`src/rtl/mnp_pkg.sv`:
```
// Shared types, character codes and lookup functions for the note parser.
package mnp_pkg;

	typedef enum logic [2:0] {
		MODE_IDLE,
		MODE_OCT,
		MODE_ACC,
		MODE_DUR,
		MODE_DOT,
		MODE_GSIGN,
		MODE_GLET
	} mnp_mode_t;

	localparam logic [7:0] CH_PLUS   = 8'h2B;
	localparam logic [7:0] CH_MINUS  = 8'h2D;
	localparam logic [7:0] CH_SHARP  = 8'h23;
	localparam logic [7:0] CH_FLAT   = 8'h40;
	localparam logic [7:0] CH_NAT    = 8'h24;
	localparam logic [7:0] CH_DOT    = 8'h2E;
	localparam logic [7:0] CH_REST   = 8'h50;
	localparam logic [7:0] CH_GROUP  = 8'h5B;
	localparam logic [7:0] CH_A      = 8'h41;
	localparam logic [7:0] CH_G      = 8'h47;
	localparam logic [7:0] CH_D1     = 8'h31;
	localparam logic [7:0] CH_D2     = 8'h32;
	localparam logic [7:0] CH_D4     = 8'h34;
	localparam logic [7:0] CH_D8     = 8'h38;
	localparam logic [7:0] CH_D16    = 8'h36;

	localparam logic [4:0] UNIT_RESET = 5'd8;
	localparam logic [4:0] UNIT_MAX   = 5'd16;
	localparam logic [2:0] REG_UNIT_ADDR = 3'd0;
	localparam logic [9:0] DUR_MAX    = 10'd1023;

	typedef struct packed {
		logic       wr;
		logic [4:0] wr_eff;
		logic [4:0] eff;
	} mnp_cfg_t;

	typedef struct packed {
		logic              valid;
		logic              is_rest;
		logic signed [6:0] note;
		logic [9:0]        dur;
		logic              done;
	} mnp_event_t;

	function automatic logic [4:0] unit_eff(input logic [4:0] u);
		logic [4:0] r;
		r = u;
		if (u == 5'd0) begin
			r = 5'd1;
		end else if (u > UNIT_MAX) begin
			r = UNIT_MAX;
		end
		return r;
	endfunction

	function automatic logic signed [6:0] letter_base(input logic [2:0] idx);
		logic signed [6:0] r;
		case (idx)
			3'd0: r = 7'sd21;
			3'd1: r = 7'sd23;
			3'd2: r = 7'sd12;
			3'd3: r = 7'sd14;
			3'd4: r = 7'sd16;
			3'd5: r = 7'sd17;
			3'd6: r = 7'sd19;
			default: r = 7'sd0;
		endcase
		return r;
	endfunction

	function automatic logic [5:0] dur_mult(input logic [7:0] c);
		logic [5:0] r;
		case (c)
			CH_D1:  r = 6'd32;
			CH_D2:  r = 6'd16;
			CH_D4:  r = 6'd8;
			CH_D8:  r = 6'd4;
			CH_D16: r = 6'd2;
			default: r = 6'd0;
		endcase
		return r;
	endfunction

endpackage

```
`src/rtl/mnp_cfg.sv`:
```
// Configuration register block holding the tick unit.
module mnp_cfg (
	input  logic            clk,
	input  logic            arst_n,
	input  logic            psel,
	input  logic            penable,
	input  logic            pwrite,
	input  logic [2:0]      paddr,
	input  logic [31:0]     pwdata,
	output logic [31:0]     prdata,
	output logic            pready,
	output mnp_pkg::mnp_cfg_t cfg
);
	import mnp_pkg::*;

	logic [4:0] unit_q;
	logic       hit;
	logic       wr_en;

	assign pready = 1'b1;
	assign hit    = (paddr == REG_UNIT_ADDR);
	assign wr_en  = psel & penable & pwrite & pready & hit;

	always_ff @(posedge clk or negedge arst_n) begin
		if (!arst_n) begin
			unit_q <= UNIT_RESET;
		end else if (wr_en) begin
			unit_q <= pwdata[4:0];
		end
	end

	assign prdata     = hit ? {27'd0, unit_q} : 32'd0;
	assign cfg.wr     = wr_en;
	assign cfg.wr_eff = unit_eff(pwdata[4:0]);
	assign cfg.eff    = unit_eff(unit_q);

endmodule

```
`src/rtl/mnp_core.sv`:
```
// Parser state and the single-pass token logic for one character.
module mnp_core #(
	parameter int KEY_ENTRIES = 7
) (
	input  logic                clk,
	input  logic                arst_n,
	input  logic                step,
	input  logic [7:0]          char_code,
	input  logic                end_of_song,
	input  mnp_pkg::mnp_cfg_t   cfg,
	output mnp_pkg::mnp_event_t ev
);
	import mnp_pkg::*;

	mnp_mode_t         mode_q;
	logic signed [6:0] note_q;
	logic              rest_q;
	logic [2:0]        idx_q;
	logic signed [1:0] keys_q [KEY_ENTRIES];
	logic signed [1:0] sign_q;
	logic [9:0]        last_q;

	mnp_mode_t         mode_c;
	logic signed [6:0] note_c;
	logic              rest_c;
	logic [2:0]        idx_c;
	logic signed [1:0] keys_c [KEY_ENTRIES];
	logic signed [1:0] sign_c;
	logic [9:0]        last_c;
	logic              cons_c;
	logic [7:0]        ch;
	logic signed [1:0] key_k;
	logic signed [6:0] key_ext;
	logic [5:0]        mult;
	logic [10:0]       dur_ext;
	logic [2:0]        let_idx;
	logic              is_letter;

	assign ch        = end_of_song ? 8'd0 : char_code;
	assign is_letter = (ch >= CH_A) && (ch <= CH_G);
	assign let_idx   = 3'(ch - CH_A);
	assign mult      = dur_mult(ch);

	always_comb begin
		key_k = 2'sd0;
		for (int i = 0; i < KEY_ENTRIES; i++) begin
			if (idx_q == 3'(i)) begin
				key_k = keys_q[i];
			end
		end
	end
	assign key_ext = 7'({{5{key_k[1]}}, key_k});

	always_comb begin
		mode_c  = mode_q;
		note_c  = note_q;
		rest_c  = rest_q;
		idx_c   = idx_q;
		keys_c  = keys_q;
		sign_c  = sign_q;
		last_c  = last_q;
		cons_c  = 1'b0;
		dur_ext = 11'd0;
		ev      = '0;

		if (mode_c == MODE_OCT) begin
			if (ch == CH_PLUS) begin
				note_c = note_c + 7'sd12;
				cons_c = 1'b1;
			end else if (ch == CH_MINUS) begin
				note_c = note_c - 7'sd12;
				cons_c = 1'b1;
			end
			mode_c = MODE_ACC;
		end

		if (!cons_c && mode_c == MODE_ACC) begin
			note_c = note_c + key_ext;
			if (ch == CH_SHARP) begin
				if (key_k != 2'sd1) begin
					note_c = note_c + 7'sd1;
				end
				cons_c = 1'b1;
			end else if (ch == CH_FLAT) begin
				if (key_k != -2'sd1) begin
					note_c = note_c - 7'sd1;
				end
				cons_c = 1'b1;
			end else if (ch == CH_NAT) begin
				note_c = note_c - key_ext;
				cons_c = 1'b1;
			end
			mode_c = MODE_DUR;
		end

		if (!cons_c && mode_c == MODE_DUR) begin
			if (mult != 6'd0) begin
				last_c = 10'({5'd0, cfg.eff} * {4'd0, mult});
				cons_c = 1'b1;
			end
			mode_c = MODE_DOT;
		end

		if (!cons_c && mode_c == MODE_DOT) begin
			dur_ext = {1'b0, last_c};
			if (ch == CH_DOT) begin
				dur_ext = {1'b0, last_c} + {2'b0, last_c[9:1]};
				cons_c  = 1'b1;
			end
			ev.valid   = 1'b1;
			ev.is_rest = rest_c;
			ev.note    = rest_c ? 7'sd0 : note_c;
			ev.dur     = (dur_ext > {1'b0, DUR_MAX}) ? DUR_MAX : dur_ext[9:0];
			ev.done    = end_of_song;
			mode_c     = MODE_IDLE;
		end

		if (!cons_c) begin
			case (mode_c)
				MODE_GSIGN: begin
					if (ch == CH_SHARP) begin
						sign_c = 2'sd1;
						mode_c = MODE_GLET;
					end else if (ch == CH_FLAT) begin
						sign_c = -2'sd1;
						mode_c = MODE_GLET;
					end else begin
						mode_c = MODE_IDLE;
					end
				end
				MODE_GLET: begin
					if (is_letter) begin
						for (int i = 0; i < KEY_ENTRIES; i++) begin
							if (let_idx == 3'(i)) begin
								keys_c[i] = sign_c;
							end
						end
					end else begin
						mode_c = MODE_IDLE;
					end
				end
				default: begin
					if (is_letter) begin
						idx_c  = let_idx;
						note_c = letter_base(let_idx);
						rest_c = 1'b0;
						mode_c = MODE_OCT;
					end else if (ch == CH_REST) begin
						note_c = 7'sd0;
						rest_c = 1'b1;
						mode_c = MODE_DUR;
					end else if (ch == CH_GROUP) begin
						for (int i = 0; i < KEY_ENTRIES; i++) begin
							keys_c[i] = 2'sd0;
						end
						mode_c = MODE_GSIGN;
					end else begin
						mode_c = MODE_IDLE;
					end
				end
			endcase
		end
	end

	always_ff @(posedge clk or negedge arst_n) begin
		if (!arst_n) begin
			mode_q <= MODE_IDLE;
			note_q <= 7'sd0;
			rest_q <= 1'b0;
			idx_q  <= 3'd0;
			sign_q <= 2'sd0;
			last_q <= {5'd0, UNIT_RESET};
			for (int i = 0; i < KEY_ENTRIES; i++) begin
				keys_q[i] <= 2'sd0;
			end
		end else if (cfg.wr) begin
			last_q <= {5'd0, cfg.wr_eff};
		end else if (step) begin
			if (end_of_song) begin
				mode_q <= MODE_IDLE;
				note_q <= 7'sd0;
				rest_q <= 1'b0;
				idx_q  <= 3'd0;
				sign_q <= 2'sd0;
				last_q <= {5'd0, cfg.eff};
				for (int i = 0; i < KEY_ENTRIES; i++) begin
					keys_q[i] <= 2'sd0;
				end
			end else begin
				mode_q <= mode_c;
				note_q <= note_c;
				rest_q <= rest_c;
				idx_q  <= idx_c;
				sign_q <= sign_c;
				last_q <= last_c;
				keys_q <= keys_c;
			end
		end
	end

endmodule

```
`src/rtl/music_notation_note_parser.sv`:
```
// Top level: one song character per transfer in, one note or rest event out.
// A character is registered in the character register and its event in the result register.
// Throughput: one character per cycle while the output is not stalled; the character
// register and the result register let a new transfer in while a finished event waits.
// Reset clears the parser to idle, the key table to natural, the unit to 8.
module music_notation_note_parser #(
	parameter int KEY_ENTRIES = 7
) (
	input  logic        clk,
	input  logic        arst_n,
	input  logic        s_tvalid,
	output logic        s_tready,
	input  logic [7:0]  s_tdata,   // [7:0] char_code
	input  logic        s_tlast,
	output logic        m_tvalid,
	input  logic        m_tready,
	output logic [23:0] m_tdata,   // [6:0] note, [16:7] duration_ticks, [23:17] zero
	output logic        m_tuser,   // [0] is_rest
	output logic        m_tlast,
	input  logic        psel,
	input  logic        penable,
	input  logic        pwrite,
	input  logic [2:0]  paddr,
	input  logic [31:0] pwdata,
	output logic [31:0] prdata,
	output logic        pready
);
	import mnp_pkg::*;

	mnp_cfg_t   cfg;
	mnp_event_t ev;

	logic              valid_s1;
	logic [7:0]        char_s1;
	logic              end_s1;
	logic              step;
	logic              out_valid_q;
	logic              out_rest_q;
	logic signed [6:0] out_note_q;
	logic [9:0]        out_dur_q;
	logic              out_done_q;

	mnp_cfg u_cfg (
		.clk    (clk),
		.arst_n (arst_n),
		.psel   (psel),
		.penable(penable),
		.pwrite (pwrite),
		.paddr  (paddr),
		.pwdata (pwdata),
		.prdata (prdata),
		.pready (pready),
		.cfg    (cfg)
	);

	mnp_core #(
		.KEY_ENTRIES(KEY_ENTRIES)
	) u_core (
		.clk        (clk),
		.arst_n     (arst_n),
		.step       (step),
		.char_code  (char_s1),
		.end_of_song(end_s1),
		.cfg        (cfg),
		.ev         (ev)
	);

	assign step     = valid_s1 & (~out_valid_q | m_tready);
	assign s_tready = ~valid_s1 | step;

	always_ff @(posedge clk or negedge arst_n) begin
		if (!arst_n) begin
			valid_s1 <= 1'b0;
		end else if (s_tvalid && s_tready) begin
			valid_s1 <= 1'b1;
		end else if (step) begin
			valid_s1 <= 1'b0;
		end
	end

	always_ff @(posedge clk) begin
		if (s_tvalid && s_tready) begin
			char_s1 <= s_tdata;
			end_s1  <= s_tlast;
		end
	end

	always_ff @(posedge clk or negedge arst_n) begin
		if (!arst_n) begin
			out_valid_q <= 1'b0;
		end else if (step) begin
			out_valid_q <= ev.valid;
		end else if (m_tready) begin
			out_valid_q <= 1'b0;
		end
	end

	always_ff @(posedge clk) begin
		if (step && ev.valid) begin
			out_rest_q <= ev.is_rest;
			out_note_q <= ev.note;
			out_dur_q  <= ev.dur;
			out_done_q <= ev.done;
		end
	end

	assign m_tvalid = out_valid_q;
	assign m_tdata  = {7'd0, out_dur_q, out_note_q};
	assign m_tuser  = out_rest_q;
	assign m_tlast  = out_done_q;

endmodule

```
`config.mk`:
```
export PLATFORM = sky130hd
export DESIGN_NAME = music_notation_note_parser
export DESIGN_NICKNAME = d
export VERILOG_FILES = /design/src/rtl/mnp_pkg.sv /design/src/rtl/mnp_cfg.sv /design/src/rtl/mnp_core.sv /design/src/rtl/music_notation_note_parser.sv
export SDC_FILE = /design/constraint.sdc
export NUM_CORES = 1
export LEC_CHECK = 0
export BUFFER_PORTS_ARGS = -buffer_cell sky130_fd_sc_hd__buf_2
export CAP_MARGIN = 20
export CORE_MARGIN = 2
export CORE_UTILIZATION = 58
export DETAILED_ROUTE_END_ITERATION = 7
export GPL_TIMING_DRIVEN = 0
export HOLD_SLACK_MARGIN = 0.1
export PLACE_DENSITY = 0.87
export SLEW_MARGIN = 10
export SYNTH_ARGS = -nofsm -noshare
export SYNTH_HDL_FRONTEND = slang
export SYNTH_SLANG_ARGS = --single-unit
```
`constraint.sdc`:
```
create_clock -name clk -period 7.15 [get_ports clk]
set_clock_uncertainty 0.1 [all_clocks]
set_input_delay 0.3575 -clock clk [delete_from_list [all_inputs] [get_ports clk]]
set_output_delay 0.3575 -clock clk [all_outputs]
set_load 0.01 [all_outputs]
```
==> results of run 1 <==
==> power by group through the flow <==
stage          clock network (mW)  registers (mW)  logic (mW)
4_1_cts                     0.417           0.485       0.281
3_3_place_gp                    0           0.492       0.266
6_report                    0.416           0.486       0.290
2_1_floorplan                   0           0.488       0.213
5_1_grt                     0.442           0.488       0.318
3_5_place_dp                    0           0.493       0.275
==> critical path: cells and delay by family, from the launching register on <==
family	cells	cell delay, ns
xor gates and xnor gates	1	0.09
and+or+nand+nor	4	1.13
muxes	1	0.33
buffers and inverters	4	0.58
adders and majority gates	6	2.55
AOI/OAI and AO/OA	7	1.17
DFF	1	0.45
==> cells by family (layout without fill, tap and decap cells) <==
kind of cell | count (synthesis) | count (layout) | share of synthesized area [%]
XOR/XNOR | 31 | 31 | 4.36
adder cells (fa/ha/maj) | 61 | 61 | 12.9
AO/OA/AOI/OAI | 216 | 216 | 20.8
buffers and inverters | 104 | 179 | 8.18
multiplexers | 24 | 24 | 4.22
flip-flops | 75 | 75 | 30.7
AND/OR/NAND/NOR | 248 | 248 | 18.8
other | 2 | 35 | 0.114
==> worst max-delay path by stage <==
stage / slack [ns] / startpoint / end / depth (start not counted)
final: 0.48 / end_s1$_DFFE_PP_ / out_dur_q[6]$_SDFFCE_PN0P_ / 23
after floorplan: 1.14 / end_s1$_DFFE_PP_ / out_dur_q[2]$_SDFFCE_PN0P_ / 24
after CTS: 0.09 / end_s1$_DFFE_PP_ / out_dur_q[6]$_SDFFCE_PN0P_ / 24
after global routing: -0.0001 / end_s1$_DFFE_PP_ / out_dur_q[3]$_SDFFCE_PN0P_ / 23
after global placement: 0.22 / end_s1$_DFFE_PP_ / out_dur_q[6]$_SDFFCE_PN0P_ / 24
after detailed placement: 0.15 / end_s1$_DFFE_PP_ / out_dur_q[6]$_SDFFCE_PN0P_ / 24
==> flip-flops by register name, summed over array words and instances, names as in the netlist, 2 cells and up <==
register,flops
u_core.mode_q,3
u_core.sign_q,2
out_note_q,7
u_cfg.unit_q,5
char_s1,8
u_core.idx_q,3
u_core.last_q,10
u_core.note_q,7
u_core.keys_q,14
out_dur_q,10
==> per-stage QoR <==
stage | setup WS (ns) | total power [mW]
after floorplan | 1.14 | 0.700
after global placement | 0.222 | 0.758
after detailed placement | 0.154 | 0.768
after CTS | 0.0915 | 1.18
after global routing | -0.000127 | 1.25
final | 0.476 | 1.19
==> final cells by class <==
cell class                      instances  area [µm²]
Buffer                                 61         378
Timing Repair Buffer                   60         365
Clock inverter                          5        32.5
Inverter                               42         161
Multi-Input combinational cell        615        4150
Tap cell                              140         175
Clock buffer                           11         233
Sequential cell                        75        2020
Fill cell                             881        3420
==> timing repair <==
item	CTS	global route
setup buffers	0	0
gates resized for setup	0	4
endpoints found under the setup margin	0	10
hold buffers	9	1
hold endpoints to repair	9	10
==> placed cells by master (no fill, tap or decap), types with 7 or more instances in the layout <==
master	count
conb_1	35
fa_1	11
clkbuf_16	9
mux2i_1	12
o21ai_0	50
edfxtp_1	28
o22ai_1	8
inv_1	38
buf_2	53
buf_4	36
dlygate4sd3_1	10
mux2_2	9
and3_1	11
xnor2_1	23
a211oi_1	13
dfrtp_1	45
nor3_1	18
ha_1	49
clkbuf_1	21
and2_1	13
a21o_1	7
nand2_1	66
a21oi_1	55
nand3_1	17
o21ai_1	22
nor2_1	65
nor2b_1	13
==> metal layers <==
metal	track usage, %	vias to the layer above	wire length [µm]
met5	1.67	-	0
met4	8.75	0	388
met3	5.98	40	1460
met2	42.0	324	7430
met1	36.9	2798	7150
li1	-	2877	-
==> reports/summary.txt, run 1 <==
Slew at the pin closest to its max-slew limit = 1.07 ns
Vias = 6039
Gr ovfl total = 0
Total routed wirelength = 16400 µm
First-pass GRT wire length = 27300 µm
Wire per inst = 16.3 µm
Max Root-Sink Buffers = 2
Ys Warns = 0
Crit Path Class = reg2reg
Post-route insts no fill = 1009
R2R Path End = out_dur_q[6]$_SDFFCE_PN0P_
Initial antenna violation count = 0
Critical Path Source Type = flop
Leak Pwr = 3.32 nW
Via-per-instance ratio = 5.99
Logic gate share of total power = 24.3%
Hold Worst Slack = 0.112 ns
CTS root buf = clkbuf_16
Post-route ant nets = 0
GRT Total Usage = 26.8%
CP max stage delay = 0.54 ns
Ys async rst share = 62.7%
Worst vdd ir = 0.157 mV
Port Buffer Count = 49
H-tree Lvls = 3
Final Hold Vio Count = 0
Top cells by count, synth = nand2_1 (66), nor2_1 (66), a21oi_1 (55)
Hold Path Sink = valid_s1$_DFFE_PN0P_
Die Wd = 110 µm
CP arrival = 6.64 ns
Status = complete, no violations
MaxCap Viol Count = 0
Cell accounting for the most synthesized area = dfrtp_1
Top cell type's share of synthesized area = 17.1%
Die area = 12200 µm²
Cell mode on critical path = a21oi_1
R2R setup slack = 0.48 ns
Switching pwr = 0.373 mW
Global placement routability congestion = 0.996
Antenna cells = 0
Detailed-router iteration count before antenna repair = 6
Tcrit/Tclk final = 93.3%
Pins Over Slew Limit = 0
Min Tclk post-route = 6.67 ns
Area Overhead vs Synth = 14.2%
DR iter-0 viols = 626
Ports = 112
Number of global-route vias before repair = 5684
Worst EP required = 7.11 ns
Clk slew on worst S/H paths = 0.06 ns
Clk pwr share = 34.9%
Nets = 976
Sw Share = 31.3%
Clock insertion delay at the later pin of the skew report = 0.34 ns
Placed inst area = 7120 µm²
Setup TNS = 0 ns
Hold path startpoint = s_tvalid
CTS tree = yes
RR Startpoint = end_s1$_DFFE_PP_
Mapped Cells = 761
Hold path depth = 2
Worst slew margin = 27.9%
Post-synth EDFFs = 28
Synthesized area = 6580 µm²
Most common flop cell mapped by yosys = dfrtp_1
DP Cell Count = 983
Final Cell Area = 7510 µm²
Seq cells post-synth = 75
Min-Delay Path Class = in2reg
Syn Area/Cell = 8.64 µm²
Max Clk Rate = 0.150 GHz
Worst-path maximum fanout = 11
Share of cells above drive strength 1 = 16.9%
# setup viols final = 0
Die H = 110 µm
Final core utilization = 68.7%
Int Pwr = 0.818 mW
Num rows = 38
Core ar. = 10900 µm²
Slowest cell on the critical path = fa_1
CP endpoint kind = flop
Post-synth cell types = 82
DP HPWL = 12200 µm
Largest cells by area after synthesis = dfrtp_1 (17%), edfxtp_1 (13%), ha_1 (9.5%)
Residual DRC = 0
Total CTS buffers = 9
Part of the power in registers = 40.8%
Worst Reg-to-Reg Cells = 23
Starting Density = 60.1%
Clk sinks = 75
Largest net degree at the start of global routing = 48
CP cell instances = buf_6 -> clkinvlp_4 -> nand2_1 -> ha_2 -> nand3_1 -> or2_2 -> fa_1 -> fa_1 -> fa_1 -> inv_1 -> ha_1 -> a21oi_1 -> o21bai_1 -> a21oi_1 -> xnor2_1 -> mux2i_1 -> inv_1 -> ha_1 -> a21oi_1 -> o21ai_0 -> a21oi_1 -> and2_1 -> a221oi_1
Pwr dens = 159 nW/µm²
Share of the yosys chip area belonging to registers = 30.7%
No activity file was read; power rests on OpenSTA's default activity.
==> run 2, diff against run 1 <==
MAX_ROUTING_LAYER = met4   (was not set)
==> reports/summary.txt, run 2 (synthesis gave the netlist of run 1 again) <==
Total CTS buffers = 9
Worst EP required = 7.10 ns
CP arrival = 6.69 ns
# setup viols final = 0
Min-Delay Path Class = in2reg
Nets = 976
Worst-path maximum fanout = 7
Ports = 112
H-tree Lvls = 3
Sw Share = 29.6%
Die H = 110 µm
Logic gate share of total power = 23.9%
Share of cells above drive strength 1 = 16.8%
First-pass GRT wire length = 27600 µm
Global placement routability congestion = 1.00
Largest net degree at the start of global routing = 48
Num rows = 38
Worst slew margin = 28.2%
Final Hold Vio Count = 0
Total routed wirelength = 16600 µm
Area Overhead vs Synth = 14.6%
Place WS = 0.0983 ns
Tcrit/Tclk final = 94.2%
Clk pwr share = 36.0%
R2R setup slack = 0.42 ns
DP HPWL = 12300 µm
Max reg flops = 14
FILL cells = 909
Hold Worst Slack = 0.121 ns
Setup TNS = 0 ns
Pins Over Slew Limit = 0
Min Tclk post-route = 6.73 ns
Initial antenna violation count = 1
Hold path startpoint = s_tvalid
R2R Path End = out_dur_q[2]$_SDFFCE_PN0P_
Vias = 6025
Die Wd = 110 µm
Crit Path Class = reg2reg
CP endpoint kind = flop
RSZ-0062 raised after global routing = false
Hold Path Sink = valid_s1$_DFFE_PN0P_
Largest register by flop count = u_core.keys_q
Number of global-route vias before repair = 5757
Post-route insts no fill = 1010
Most frequent cells in the layout = nand2_1 (66), nor2_1 (65), a21oi_1 (55)
Max Root-Sink Buffers = 2
Clock insertion delay at the later pin of the skew report = 0.34 ns
RR Startpoint = end_s1$_DFFE_PP_
Starting Density = 60.1%
Residual DRC = 0
Pwr dens = 161 nW/µm²
Core ar. = 10900 µm²
Status = complete, no violations
Post-CTS Setup Bufs = 0
Most common cell after layout, fill and taps aside = nand2_1
Multi-input gate area = 4150 µm²
CTS root buf = clkbuf_16
Gr ovfl total = 0
Die area = 12200 µm²
Leak Pwr = 3.34 nW
Detailed-router iteration count before antenna repair = 5
Post-route ant nets = 0
Critical Path Source Type = flop
Worst vdd ir = 0.120 mV
DP Cell Count = 983
Register area = 2020 µm²
CTS tree = yes
Switching pwr = 0.359 mW
GRT Total Usage = 28.2%
Slew at the pin closest to its max-slew limit = 1.07 ns
Overall power = 1.21 mW
Port Buffer Count = 49
Part of the power in registers = 40.1%
Int Pwr = 0.853 mW
Worst setup margin = 0.417 ns
Biggest regs = u_core.keys_q x14, out_dur_q x10, u_core.last_q x10
Via-per-instance ratio = 5.97
Wire per inst = 16.5 µm
Clk sinks = 75
DR iter-0 viols = 615
Max Clk Rate = 0.149 GHz
MaxCap Viol Count = 0
Clk slew on worst S/H paths = 0.06 ns
Worst Reg-to-Reg Cells = 21
Hold path depth = 2
==> run 2: changes by cell type in the layout (fill, tap and decap cells not counted), sizes merged <==
cell	delta
clkbuf	+1
clkinvlp	-3
diode	+1
clkinv	+1
bufinv	+1
==> run 2: worst max-delay path: stages, from the launching register on <==
cell	delay (ns)
edfxtp_1	0.47
or3b_1	0.45
nor3b_2	0.42
nand3_1	0.30
or2_2	0.36
fa_1	0.46
fa_1	0.51
fa_1	0.56
inv_1	0.06
ha_1	0.34
a21oi_1	0.25
o21bai_1	0.09
a21oi_1	0.18
xnor2_1	0.11
mux2i_2	0.26
inv_1	0.11
ha_1	0.36
a21oi_1	0.15
o21ai_0	0.15
a21oi_1	0.35
and2_1	0.31
a221oi_1	0.11
==> run 2: what timing repair did <==
action	CTS	global route
hold endpoints to repair	9	22
setup endpoints to repair	0	10
resized for setup	0	5
hold buffers	9	1
==> run 2: area by class of cell <==
cell class,instances,area share [%]
Inverter,42,2.14
Buffer,61,5.01
Clock buffer,12,3.14
Multi-Input combinational cell,615,55.1
Sequential cell,75,26.8
Antenna cell,1,0.0332
Tap cell,140,2.32
Clock inverter,4,0.581
Timing Repair Buffer,60,4.85
==> run 2: power groups by stage <==
| stage | registers (mW) | clock network (mW) | logic [mW] |
|---|---|---|---|
| 2_1_floorplan | 0.488 | 0 | 0.213 |
| 3_3_place_gp | 0.492 | 0 | 0.267 |
| 3_5_place_dp | 0.493 | 0 | 0.275 |
| 4_1_cts | 0.485 | 0.438 | 0.280 |
| 5_1_grt | 0.489 | 0.457 | 0.320 |
| 6_report | 0.486 | 0.436 | 0.289 |
==> run 2: stage by stage <==
stage          cell area (µm²)  util, %
6_report                  7530     68.9
5_1_grt                   7530     68.9
4_1_cts                   7490     68.5
3_5_place_dp              7120     65.1
3_3_place_gp              7120     65.1
2_1_floorplan             6700        -
==> run 2: layer usage <==
layer  up-vias  share of wire, %  track usage, %
met4         0               2.2            9.25
met5         -                 0               -
li1       2885                 -               -
met1      2767                43            36.4
met2       329                46            44.8
met3        44               8.4            5.82
==> run 2: worst max-delay path by stage <==
stage | from | end | slack (ns) | cells after the start
floorplan | end_s1$_DFFE_PP_ | out_dur_q[2]$_SDFFCE_PN0P_ | 1.14 | 24
global placement | end_s1$_DFFE_PP_ | out_dur_q[6]$_SDFFCE_PN0P_ | 0.24 | 24
detailed placement | end_s1$_DFFE_PP_ | out_dur_q[3]$_SDFFCE_PN0P_ | 0.1 | 24
CTS | end_s1$_DFFE_PP_ | out_dur_q[3]$_SDFFCE_PN0P_ | 0.03 | 24
global route | end_s1$_DFFE_PP_ | out_dur_q[3]$_SDFFCE_PN0P_ | 0.03 | 21
finish | end_s1$_DFFE_PP_ | out_dur_q[2]$_SDFFCE_PN0P_ | 0.42 | 21
